File: src/rtl/core/ssd_pkg.sv
// ----------------------------------------------------------------------------
// ssd_pkg
// Types, constants and the digit encoding table shared by the scan core.
// ----------------------------------------------------------------------------
package ssd_pkg;

  localparam int unsigned ScanLen    = 8;
  localparam int unsigned PosWidth   = $clog2(ScanLen);
  localparam int unsigned MagWidth   = 16;
  localparam int unsigned DigitCount = 3;

  // Division by ten: x / 10 == (x * 52429) >> 19 for every x below 43690.
  localparam int unsigned Recip10Width = 17;
  localparam logic [Recip10Width-1:0] Recip10 = 17'd52429;
  localparam int unsigned Recip10Shift = 19;
  localparam int unsigned ProdWidth    = MagWidth + Recip10Width;

  localparam logic [PosWidth-1:0] PosSign     = 3'd4;
  localparam logic [PosWidth-1:0] PosHundreds = 3'd5;
  localparam logic [PosWidth-1:0] PosTens     = 3'd6;
  localparam logic [PosWidth-1:0] PosUnits    = 3'd7;
  localparam logic [PosWidth-1:0] PosLast     = 3'd7;

  localparam logic [7:0] SegBlank = 8'h00;
  localparam logic [7:0] SegMinus = 8'h40;
  localparam logic [7:0] SegPoint = 8'h80;

  // Digits travel down the pipe; digit[2] is the newest remainder.
  typedef struct packed {
    logic                             negative;
    logic [MagWidth-1:0]              quot;
    logic [DigitCount-1:0][3:0]       digit;
  } ssd_stage_t;

  // Common-cathode pattern, bit 0 is segment a.
  function automatic logic [7:0] seg_digit(input logic [3:0] d);
    logic [7:0] pattern;
    case (d)
      4'd0:    pattern = 8'h3f;
      4'd1:    pattern = 8'h06;
      4'd2:    pattern = 8'h5b;
      4'd3:    pattern = 8'h4f;
      4'd4:    pattern = 8'h66;
      4'd5:    pattern = 8'h6d;
      4'd6:    pattern = 8'h7d;
      4'd7:    pattern = 8'h07;
      4'd8:    pattern = 8'h7f;
      4'd9:    pattern = 8'h6f;
      default: pattern = SegBlank;
    endcase
    return pattern;
  endfunction

endpackage

File: src/rtl/core/ssd_sign_stage.sv
// ----------------------------------------------------------------------------
// ssd_sign_stage
// First pipeline stage: registers the sign and the magnitude of the reading.
// ----------------------------------------------------------------------------
module ssd_sign_stage
  import ssd_pkg::*;
(
  input  logic                       clk,
  input  logic                       rst,
  input  logic                       value_valid,
  output logic                       value_stall,
  input  logic signed [MagWidth-1:0] value,
  output logic                       down_valid,
  input  logic                       down_stall,
  output ssd_stage_t                 down_data
);

  logic       ready;
  ssd_stage_t data_next;

  assign ready       = !down_valid || !down_stall;
  assign value_stall = !ready;

  // The magnitude of the most negative reading, 32768, still fits unsigned.
  always_comb begin
    data_next.negative = value[MagWidth-1];
    data_next.quot     = value[MagWidth-1] ? MagWidth'(-value) : MagWidth'(value);
    data_next.digit    = '0;
  end

  always_ff @(posedge clk) begin
    if (rst) begin
      down_valid <= 1'b0;
    end else if (ready) begin
      down_valid <= value_valid;
    end
  end

  always_ff @(posedge clk) begin
    if (ready && value_valid) begin
      down_data <= data_next;
    end
  end

endmodule

File: src/rtl/core/ssd_div10_stage.sv
// ----------------------------------------------------------------------------
// ssd_div10_stage
// One decimal digit per stage: divides the running quotient by ten and
// shifts the remainder into the digit list.
// ----------------------------------------------------------------------------
module ssd_div10_stage
  import ssd_pkg::*;
(
  input  logic       clk,
  input  logic       rst,
  input  logic       up_valid,
  output logic       up_stall,
  input  ssd_stage_t up_data,
  output logic       down_valid,
  input  logic       down_stall,
  output ssd_stage_t down_data
);

  logic                 ready;
  logic [ProdWidth-1:0] prod;
  logic [MagWidth-1:0]  quot;
  logic [MagWidth-1:0]  tenfold;
  logic [MagWidth-1:0]  rem;
  ssd_stage_t           data_next;

  assign ready    = !down_valid || !down_stall;
  assign up_stall = !ready;

  always_comb begin
    prod    = ProdWidth'(up_data.quot) * ProdWidth'(Recip10);
    quot    = MagWidth'(prod >> Recip10Shift);
    tenfold = MagWidth'({quot, 3'b000}) + MagWidth'({quot, 1'b0});
    rem     = up_data.quot - tenfold;
    data_next.negative = up_data.negative;
    data_next.quot     = quot;
    data_next.digit    = {rem[3:0], up_data.digit[DigitCount-1:1]};
  end

  always_ff @(posedge clk) begin
    if (rst) begin
      down_valid <= 1'b0;
    end else if (ready) begin
      down_valid <= up_valid;
    end
  end

  always_ff @(posedge clk) begin
    if (ready && up_valid) begin
      down_data <= data_next;
    end
  end

endmodule

File: src/rtl/core/ssd_scan.sv
// ----------------------------------------------------------------------------
// ssd_scan
// Frame serialiser: encodes one reading into eight segment bytes and plays
// them out one beat per cycle while the scan channel is not stalled, positions 0 to 7.
// ----------------------------------------------------------------------------
module ssd_scan
  import ssd_pkg::*;
(
  input  logic                clk,
  input  logic                rst,
  input  logic                up_valid,
  output logic                up_stall,
  input  ssd_stage_t          up_data,
  output logic                scan_valid,
  input  logic                scan_stall,
  output logic [PosWidth-1:0] position,
  output logic [7:0]          segments,
  output logic                last
);

  logic [ScanLen-1:0][7:0] frame;
  logic [ScanLen-1:0][7:0] frame_next;
  logic [PosWidth-1:0]     count;
  logic                    free;
  logic                    load;

  // A new frame may enter as the final beat of the current one is taken.
  assign free     = !scan_valid || (count == PosLast && !scan_stall);
  assign load     = free && up_valid;
  assign up_stall = !free;

  always_comb begin
    frame_next              = '0;
    frame_next[PosSign]     = up_data.negative ? SegMinus : SegBlank;
    frame_next[PosHundreds] = seg_digit(up_data.digit[2]);
    frame_next[PosTens]     = seg_digit(up_data.digit[1]) | SegPoint;
    frame_next[PosUnits]    = seg_digit(up_data.digit[0]);
  end

  always_ff @(posedge clk) begin
    if (rst) begin
      scan_valid <= 1'b0;
      count      <= '0;
    end else if (load) begin
      scan_valid <= 1'b1;
      count      <= '0;
    end else if (scan_valid && !scan_stall) begin
      if (count == PosLast) begin
        scan_valid <= 1'b0;
      end else begin
        count <= count + 1'b1;
      end
    end
  end

  always_ff @(posedge clk) begin
    if (load) begin
      frame <= frame_next;
    end
  end

  assign position = count;
  assign segments = frame[count];
  assign last     = (count == PosLast);

endmodule

File: src/rtl/core/signed_decimal_seven_segment_scan_core.sv
// ----------------------------------------------------------------------------
// signed_decimal_seven_segment_scan_core
// Turns a signed reading in tenths into an eight-position seven-segment scan.
// ----------------------------------------------------------------------------
// Each reading accepted on the value channel produces one frame of eight
// beats on the scan channel, positions 0 to 7 in order, with last set on
// position 7. Positions 0 to 3 are blank, position 4 shows a minus sign for
// negative readings, and positions 5 to 7 show the hundreds, tens (with the
// decimal point) and units of the magnitude; higher digits are dropped. The
// reading passes a sign stage and three divide-by-ten stages, each of which
// registers it in turn before the serialiser loads the frame. The
// serialiser plays out one beat a cycle while the scan channel is not
// stalled, and takes the next reading on the cycle the final beat of the
// previous frame is accepted, so frames can run gap-free.
module signed_decimal_seven_segment_scan_core
  import ssd_pkg::*;
(
  input  logic                       clk,
  input  logic                       rst,
  input  logic                       value_valid,
  output logic                       value_stall,
  input  logic signed [MagWidth-1:0] value,
  output logic                       scan_valid,
  input  logic                       scan_stall,
  output logic [PosWidth-1:0]        position,
  output logic [7:0]                 segments,
  output logic                       last
);

  logic       [DigitCount:0] pipe_valid;
  logic       [DigitCount:0] pipe_stall;
  ssd_stage_t [DigitCount:0] pipe_data;

  ssd_sign_stage u_sign (
    .clk         (clk),
    .rst         (rst),
    .value_valid (value_valid),
    .value_stall (value_stall),
    .value       (value),
    .down_valid  (pipe_valid[0]),
    .down_stall  (pipe_stall[0]),
    .down_data   (pipe_data[0])
  );

  for (genvar i = 0; i < DigitCount; i++) begin : g_digit
    ssd_div10_stage u_div (
      .clk        (clk),
      .rst        (rst),
      .up_valid   (pipe_valid[i]),
      .up_stall   (pipe_stall[i]),
      .up_data    (pipe_data[i]),
      .down_valid (pipe_valid[i+1]),
      .down_stall (pipe_stall[i+1]),
      .down_data  (pipe_data[i+1])
    );
  end

  ssd_scan u_scan (
    .clk        (clk),
    .rst        (rst),
    .up_valid   (pipe_valid[DigitCount]),
    .up_stall   (pipe_stall[DigitCount]),
    .up_data    (pipe_data[DigitCount]),
    .scan_valid (scan_valid),
    .scan_stall (scan_stall),
    .position   (position),
    .segments   (segments),
    .last       (last)
  );

  // A beat taken mid-frame is followed by the next position of that frame.
  a_position_steps: assert property (@(posedge clk) disable iff (rst)
    scan_valid && !scan_stall && !last |=>
      scan_valid && position == $past(position) + 1'b1)
    else $error("scan position did not advance by one");

  // A new frame always starts at position 0.
  a_frame_starts_at_zero: assert property (@(posedge clk) disable iff (rst)
    scan_valid && !scan_stall && last |=> !scan_valid || position == '0)
    else $error("frame did not restart at position 0");

  // The leading four positions are always blank.
  a_leading_blank: assert property (@(posedge clk) disable iff (rst)
    scan_valid && position < PosSign |-> segments == SegBlank)
    else $error("leading position not blank");

endmodule

File: config.mk
export PLATFORM = sky130hd
export DESIGN_NAME = signed_decimal_seven_segment_scan_core
export DESIGN_NICKNAME = d
export VERILOG_FILES = /design/src/rtl/core/ssd_pkg.sv /design/src/rtl/core/ssd_sign_stage.sv /design/src/rtl/core/ssd_div10_stage.sv /design/src/rtl/core/ssd_scan.sv /design/src/rtl/core/signed_decimal_seven_segment_scan_core.sv
export SDC_FILE = /design/constraint.sdc
export NUM_CORES = 1
export LEC_CHECK = 0
export BUFFER_PORTS_ARGS = -buffer_cell sky130_fd_sc_hd__buf_4
export CAP_MARGIN = 20
export CORE_ASPECT_RATIO = 1.75
export CORE_MARGIN = 2
export CORE_UTILIZATION = 55
export CTS_CLUSTER_SIZE = 24
export DETAILED_ROUTE_END_ITERATION = 10
export PLACE_DENSITY = 0.72
export SYNTH_ARGS = -nofsm -noshare
export SYNTH_HDL_FRONTEND = slang
export SYNTH_SLANG_ARGS = --single-unit
File: constraint.sdc
create_clock -name clk -period 9 [get_ports clk]
set_input_delay 2.25 -clock clk [delete_from_list [all_inputs] [get_ports clk]]
set_output_delay 2.25 -clock clk [all_outputs]
set_load 0.05 [all_outputs]
=== Word-level counts from Yosys, hierarchy flattened ===
Memories as Yosys holds them, arrays and structs flattened. A register that Yosys moved wholly into a read port is not among the register bits.
Index checks and enable logic that the tools add are counted.

* Input port bits: 20
* Logic and storage cells: 71
* Output and inout port bits: 14
* Memory bits (read-only): 336
* Bits in writable memories: 0
* Bits in latches: 0
* Flip-flop bits (word level): 99
* Memories: 3

{| class="wikitable"
|+ Memories
! memory !! depth !! bits a word !! read ports !! clocked after memory_dff !! write ports !! line !! RTL
|-
| (name not given) || 16 || 7 || 1 || 1 || 0 || ssd_pkg.sv:38 || <nowiki>case (d)</nowiki>
|-
| (name not given) || 16 || 7 || 1 || 1 || 0 || ssd_pkg.sv:38 ||
|-
| (name not given) || 16 || 7 || 1 || 1 || 0 || ssd_pkg.sv:38 ||
|}

* Eq/ne operators: 1
* Add/sub/neg operators: 8
* Magnitude comparators: 1
* Bitwise gates (word level): 1
* Reduce and logical (&&, ||, !) cells: 24
* Shift operators: 0
* Divide/modulo/power cells: 0
* Mux-type cells: 7
* $mul: 3

{| class="wikitable"
|+ Operators by type and width
! operator !! count
|-
| multiplier 16 x 16 -> 32 bit, second input constant || 1
|-
| multiplier 13 x 16 -> 29 bit, second input constant || 1
|-
| binary-select mux 8 bit (select 3 bit) || 1
|-
| multiplier 10 x 16 -> 22 bit, second input constant || 1
|-
| negation 16 bit || 1
|-
| 2-to-1 mux 15 bit || 1
|-
| adder 4 bit || 3
|-
| subtractor 4 bit || 3
|-
| 2-to-1 mux 8 bit || 1
|-
| logical AND 1 bit || 7
|-
| logical NOT 1 bit || 7
|-
| 2-to-1 mux 7 bit || 1
|-
| logical OR 1 bit || 5
|-
| < comparator 3 x 4 -> 1 bit, second input constant || 1
|-
| AND reduction 2 bit || 2
|-
| nonzero test 2 bit || 2
|-
| adder 3 x 1 -> 3 bit, second input constant || 1
|-
| == test 3 bit, second input constant || 1
|-
| 2-to-1 mux 1 bit || 3
|-
| OR reduction 2 bit || 1
|-
| NOT 1 bit || 1
|}

=== Depth between registers and ports, before layout ===
* Depth after elaboration: 8
* Mapped depth: 24

=== Hierarchy ===
A second synthesis with hierarchy kept.

* Cell total of the unflattened synthesis: 1760
* Area, all modules: 19057.0 µm²

{| class="wikitable"
|+ Modules (own cells, without submodules)
! module !! seq. area each (µm²) !! cells an instance !! times used !! area each (µm²)
|-
| ssd_div10_stage (g_digit[1].u_div) || 800.8 || 539 || 1 || 5577.8
|-
| ssd_div10_stage (g_digit[0].u_div) || 800.8 || 524 || 1 || 5545.3
|-
| ssd_div10_stage (g_digit[2].u_div) || 800.8 || 464 || 1 || 5212.5
|-
| ssd_scan || 740.7 || 148 || 1 || 1657.8
|-
| ssd_sign_stage || 530.5 || 85 || 1 || 1063.5
|}

=== Worst setup path before layout ===
Ideal clock, no wire load.

* Kind: register to register
* Start: reg u_sign.down_data[16] in the netlist's numbering
* End: reg g_digit[0].u_div.down_data[23] in the netlist's numbering, data pin
* Period minus slack after synthesis: 5.726 ns
* Setup time: 0.258 ns
* Data arrival time: 5.468 ns
* Cell stages (with the launch flop): 21
* Slack: 3.274 ns
* Cells stage by stage: edfxtp_1 ha_1 fa_1 inv_1 fa_1 fa_1 inv_1 fa_1 inv_1 fa_1 inv_1 ha_1 nand4_1 nor4_1 a221oi_2 a311oi_1 o21ai_1 o21ai_1 or2_4 a21oi_2 xnor2_1

{| class="wikitable"
|+ RTL lines
! element !! line !! RTL
|-
| start, declared || ssd_sign_stage.sv:15 || <nowiki>output ssd_stage_t down_data</nowiki>
|-
| start signal, assigned || ssd_sign_stage.sv:41 || <nowiki>down_data <= data_next;</nowiki>
|-
| end signal, assigned || ssd_div10_stage.sv:49 || <nowiki>down_data <= data_next;</nowiki>
|-
| end, declared || ssd_div10_stage.sv:16 || <nowiki>output ssd_stage_t down_data</nowiki>
|}

==> flow_metrics.tcl <==
set metrics [dict create \
    ys_seq_area_share_pct 21.22 \
    report.final.hold_viol_count 0 \
    regArea_um2 2833 \
    drt_first_pass_iters 4 \
    cp.arrival_ns 6.28 \
    first_global_vias 9331 \
    outcome "complete, no violations" \
    cp-end-kind "register" \
    maxClockFrequency_ghz 0.1618 \
    finalWorstPathRequiredPeriod_ns 6.180 \
    route.detailed.wl_per_inst_um 17.48 \
    yosysMostFrequentCell "inv_1" \
    synth_async_sr_flop_share_pct 0 \
    groute.usage.overall_pct 23.37 \
    postSynthAreaPerCell_um2 10.58 \
    cts-root-buf "clkbuf_16" \
    worst_hold_path_type "reg2reg" \
    finalSetupViolCount 0 \
    hold_fix_buffer_count_after_cts 0 \
    rsz0062_at_grt "no" \
    critical-path-max-stage-delay_ns 0.55 \
    insertedDiodeCount 0 \
    crit_path_max_fanout 6 \
    top_level_ports 34 \
    clock_sink_count 97 \
    critical-path-slowest-cell "fa_1" \
    final_antenna_net_count 0 \
    synth.lib_cells_used.distinct 53 \
    grt_antenna_before_repair 0 \
    warnings_synthesis 0 \
    skew_ns 0.007366 \
    grt-ovfl-total 0 \
    initial_core_util_pct 55.80 \
    synthToLayoutAreaGrowth_pct 7.188 \
    synthFlopType "edfxtp_1" \
    final_util_pct 59.81 \
    synth_top_area_cell "ha_1" \
    drc 0 \
    timing.max_cap.violations 0 \
    worstSkewPairLatency_ns 0.35 \
    worstPathCellList "ha_1 > fa_1 > inv_1 > fa_1 > fa_1 > inv_1 > fa_1 > inv_1 > fa_1 > inv_1 > ha_1 > nand4_1 > nor4_1 > a221oi_2 > a311oi_1 > o21ai_1 > o21ai_1 > or2_4 > a21oi_2 > xnor2_1" \
    measured_slew_at_the_worst_slew_check_pin_ns 1.047 \
    period_share_pct 68.67 \
    fp.coreArea_um2 23930 \
    drt_iter0_markers 268 \
    clkSlewWorstSetupHoldPaths_ns 0.07 \
    largest_net_degree_at_the_start_of_global_routing 24 \
    detailroute.via_count 8564 \
    fin_worst_hold_slack_ns 0.4226 \
    synth_area_leaders "ha_1 28%, fa_1 24%, edfxtp_1 20%, inv_1 10%, xnor2_1 3.2%" \
    synthesis.instances 1262 \
    multiInputGateArea_um2 9176 \
    drive_above_1_share_pct 5.115 \
    worstSetupPathType "reg2reg" \
    wirelength_mm 28.28 \
    placementRows 75 \
    netlist_top_cells_count "355 x inv_1, 300 x ha_1, 157 x fa_1, 89 x edfxtp_1, 49 x xnor2_1" \
    synth_fp_nets 1739 \
    critPathTopFamily "adder cells" \
    worstPathBufferInverterCount 4 \
    post-route-cell-area_um2 14310 \
    floorplan.die.height_um 210.1 \
    detail_route.vias_per_cell 5.293 \
    tritoncts "done" \
    fillerInstances 1984 \
    timing.critical_path.required_ns 9.10 \
    die-width_um 121.8 \
    cts_buffers 9 \
    timing.critical_path.mode_cell "fa_1" \
    routabilityCongestion 0.9953 \
    ys_ff_latch 97 \
    grt_pass1_wl_mm 45.31 \
    start_kind "register" \
    setup_tns_ns 0 \
    syn_area_um2 13350 \
    slew-limit-headroom_pct 29.88 \
    clock_tree.htree_level_count 3 \
    edff_count_synth 89 \
    post-dp-hpwl_mm 25.58 \
    postCtsResizedCells 0 \
    synth_top_area_share_pct 28.11 \
    place.port_buffers 33 \
    postCtsSetupRepairBufs 0 \
    floorplan.die_area_um2 25590 \
    max-clock-path-buffers 2 \
    timing.final.max_slew_violations 0 \
    final_net_count 1782 \
    detailed_place.area_um2 14000 \
]
-- worst register-to-register path: stages (launching register included) --
cell,delay (ns)
edfxtp_1,0.52
ha_1,0.39
fa_1,0.55
inv_1,0.06
fa_1,0.52
fa_1,0.55
inv_1,0.05
fa_1,0.53
inv_1,0.06
fa_1,0.54
inv_1,0.05
ha_1,0.36
nand4_1,0.16
nor4_1,0.36
a221oi_2,0.15
a311oi_1,0.39
o21ai_1,0.14
o21ai_1,0.22
or2_4,0.17
a21oi_2,0.06
xnor2_1,0.13
-- layer usage --
| layer | part of all wire [%] | up-vias | wire [um] | GRT usage [%] |
|---|---|---|---|---|
| met5 | 0 | - | 0 | 0 |
| met4 | 7.6 | 0 | 2139 | 15.74 |
| met3 | 1.7 | 90 | 491 | 2.760 |
| met2 | 58 | 140 | 16430 | 45.93 |
| met1 | 33 | 4172 | 9212 | 21.57 |
| li1 | - | 4162 | - | - |
-- registers in the layout, indices dropped and copies added, names as in the netlist --
name                      flops
u_scan.position               3
u_sign.down_data             17
u_sign.down_valid             1
g_digit.u_div.down_data      50
u_scan.frame                 22
u_scan.scan_valid             1
g_digit.u_div.down_valid      3
-- layout by cell type (no fill, tap or decap), types with 6 or more instances in the layout --
cell	instances
a21o_1	17
a21oi_1	29
buf_4	37
clkbuf_16	9
dfxtp_1	8
edfxtp_1	89
fa_1	157
ha_1	300
inv_1	355
mux2i_1	7
nand2_1	31
nand2b_1	12
nand3_1	10
nor2_1	33
nor2b_1	16
nor3_1	8
o21a_1	10
o21ai_0	20
o22ai_1	14
or2_2	6
xnor2_1	49
xor2_1	19
-- metrics by stage --
stage	std cells	worst slack, ns
global route	1618	2.434
finish	1618	2.820
detailed placement	1602	2.791
floorplan	1262	3.274
CTS	1618	2.775
global placement	1602	2.867
-- path summary, 6_finish.rpt --
check | startpoint | end | slack (ns) | cells past startpoint
max | u_sign.down_data[17] | g_digit[0].u_div.down_data[23] | 2.82 | 20
min | g_digit[0].u_div.down_data[11] | g_digit[1].u_div.down_data[7] | 0.42 | 0
max reg2reg | u_sign.down_data[17] | g_digit[0].u_div.down_data[23] | 2.82 | 20
min reg2reg | g_digit[0].u_div.down_data[11] | g_digit[1].u_div.down_data[7] | 0.42 | 0
-- layout make-up --
| class | instances | area share, % |
|---|---|---|
| flip-flops and latches | 97 | 19.79 |
| inverters | 355 | 9.311 |
| clock buffers | 9 | 1.574 |
| multi-input cells | 805 | 64.12 |
| well taps | 308 | 2.693 |
| repair buffers | 37 | 1.941 |
| clock inverters | 7 | 0.5683 |
-- logic make-up after synthesis --
kind of cell | count (synthesis) | share of synthesized area, %
flops | 97 | 21.22
mux | 8 | 0.6935
xor+xnor | 68 | 4.461
simple gates | 136 | 5.098
buf+inv | 360 | 10.12
fa+ha+maj | 457 | 51.65
compound gates | 136 | 6.757
Power is not shown: default switching activity piles up to over one toggle a cycle in this logic, so the estimate is an artifact.
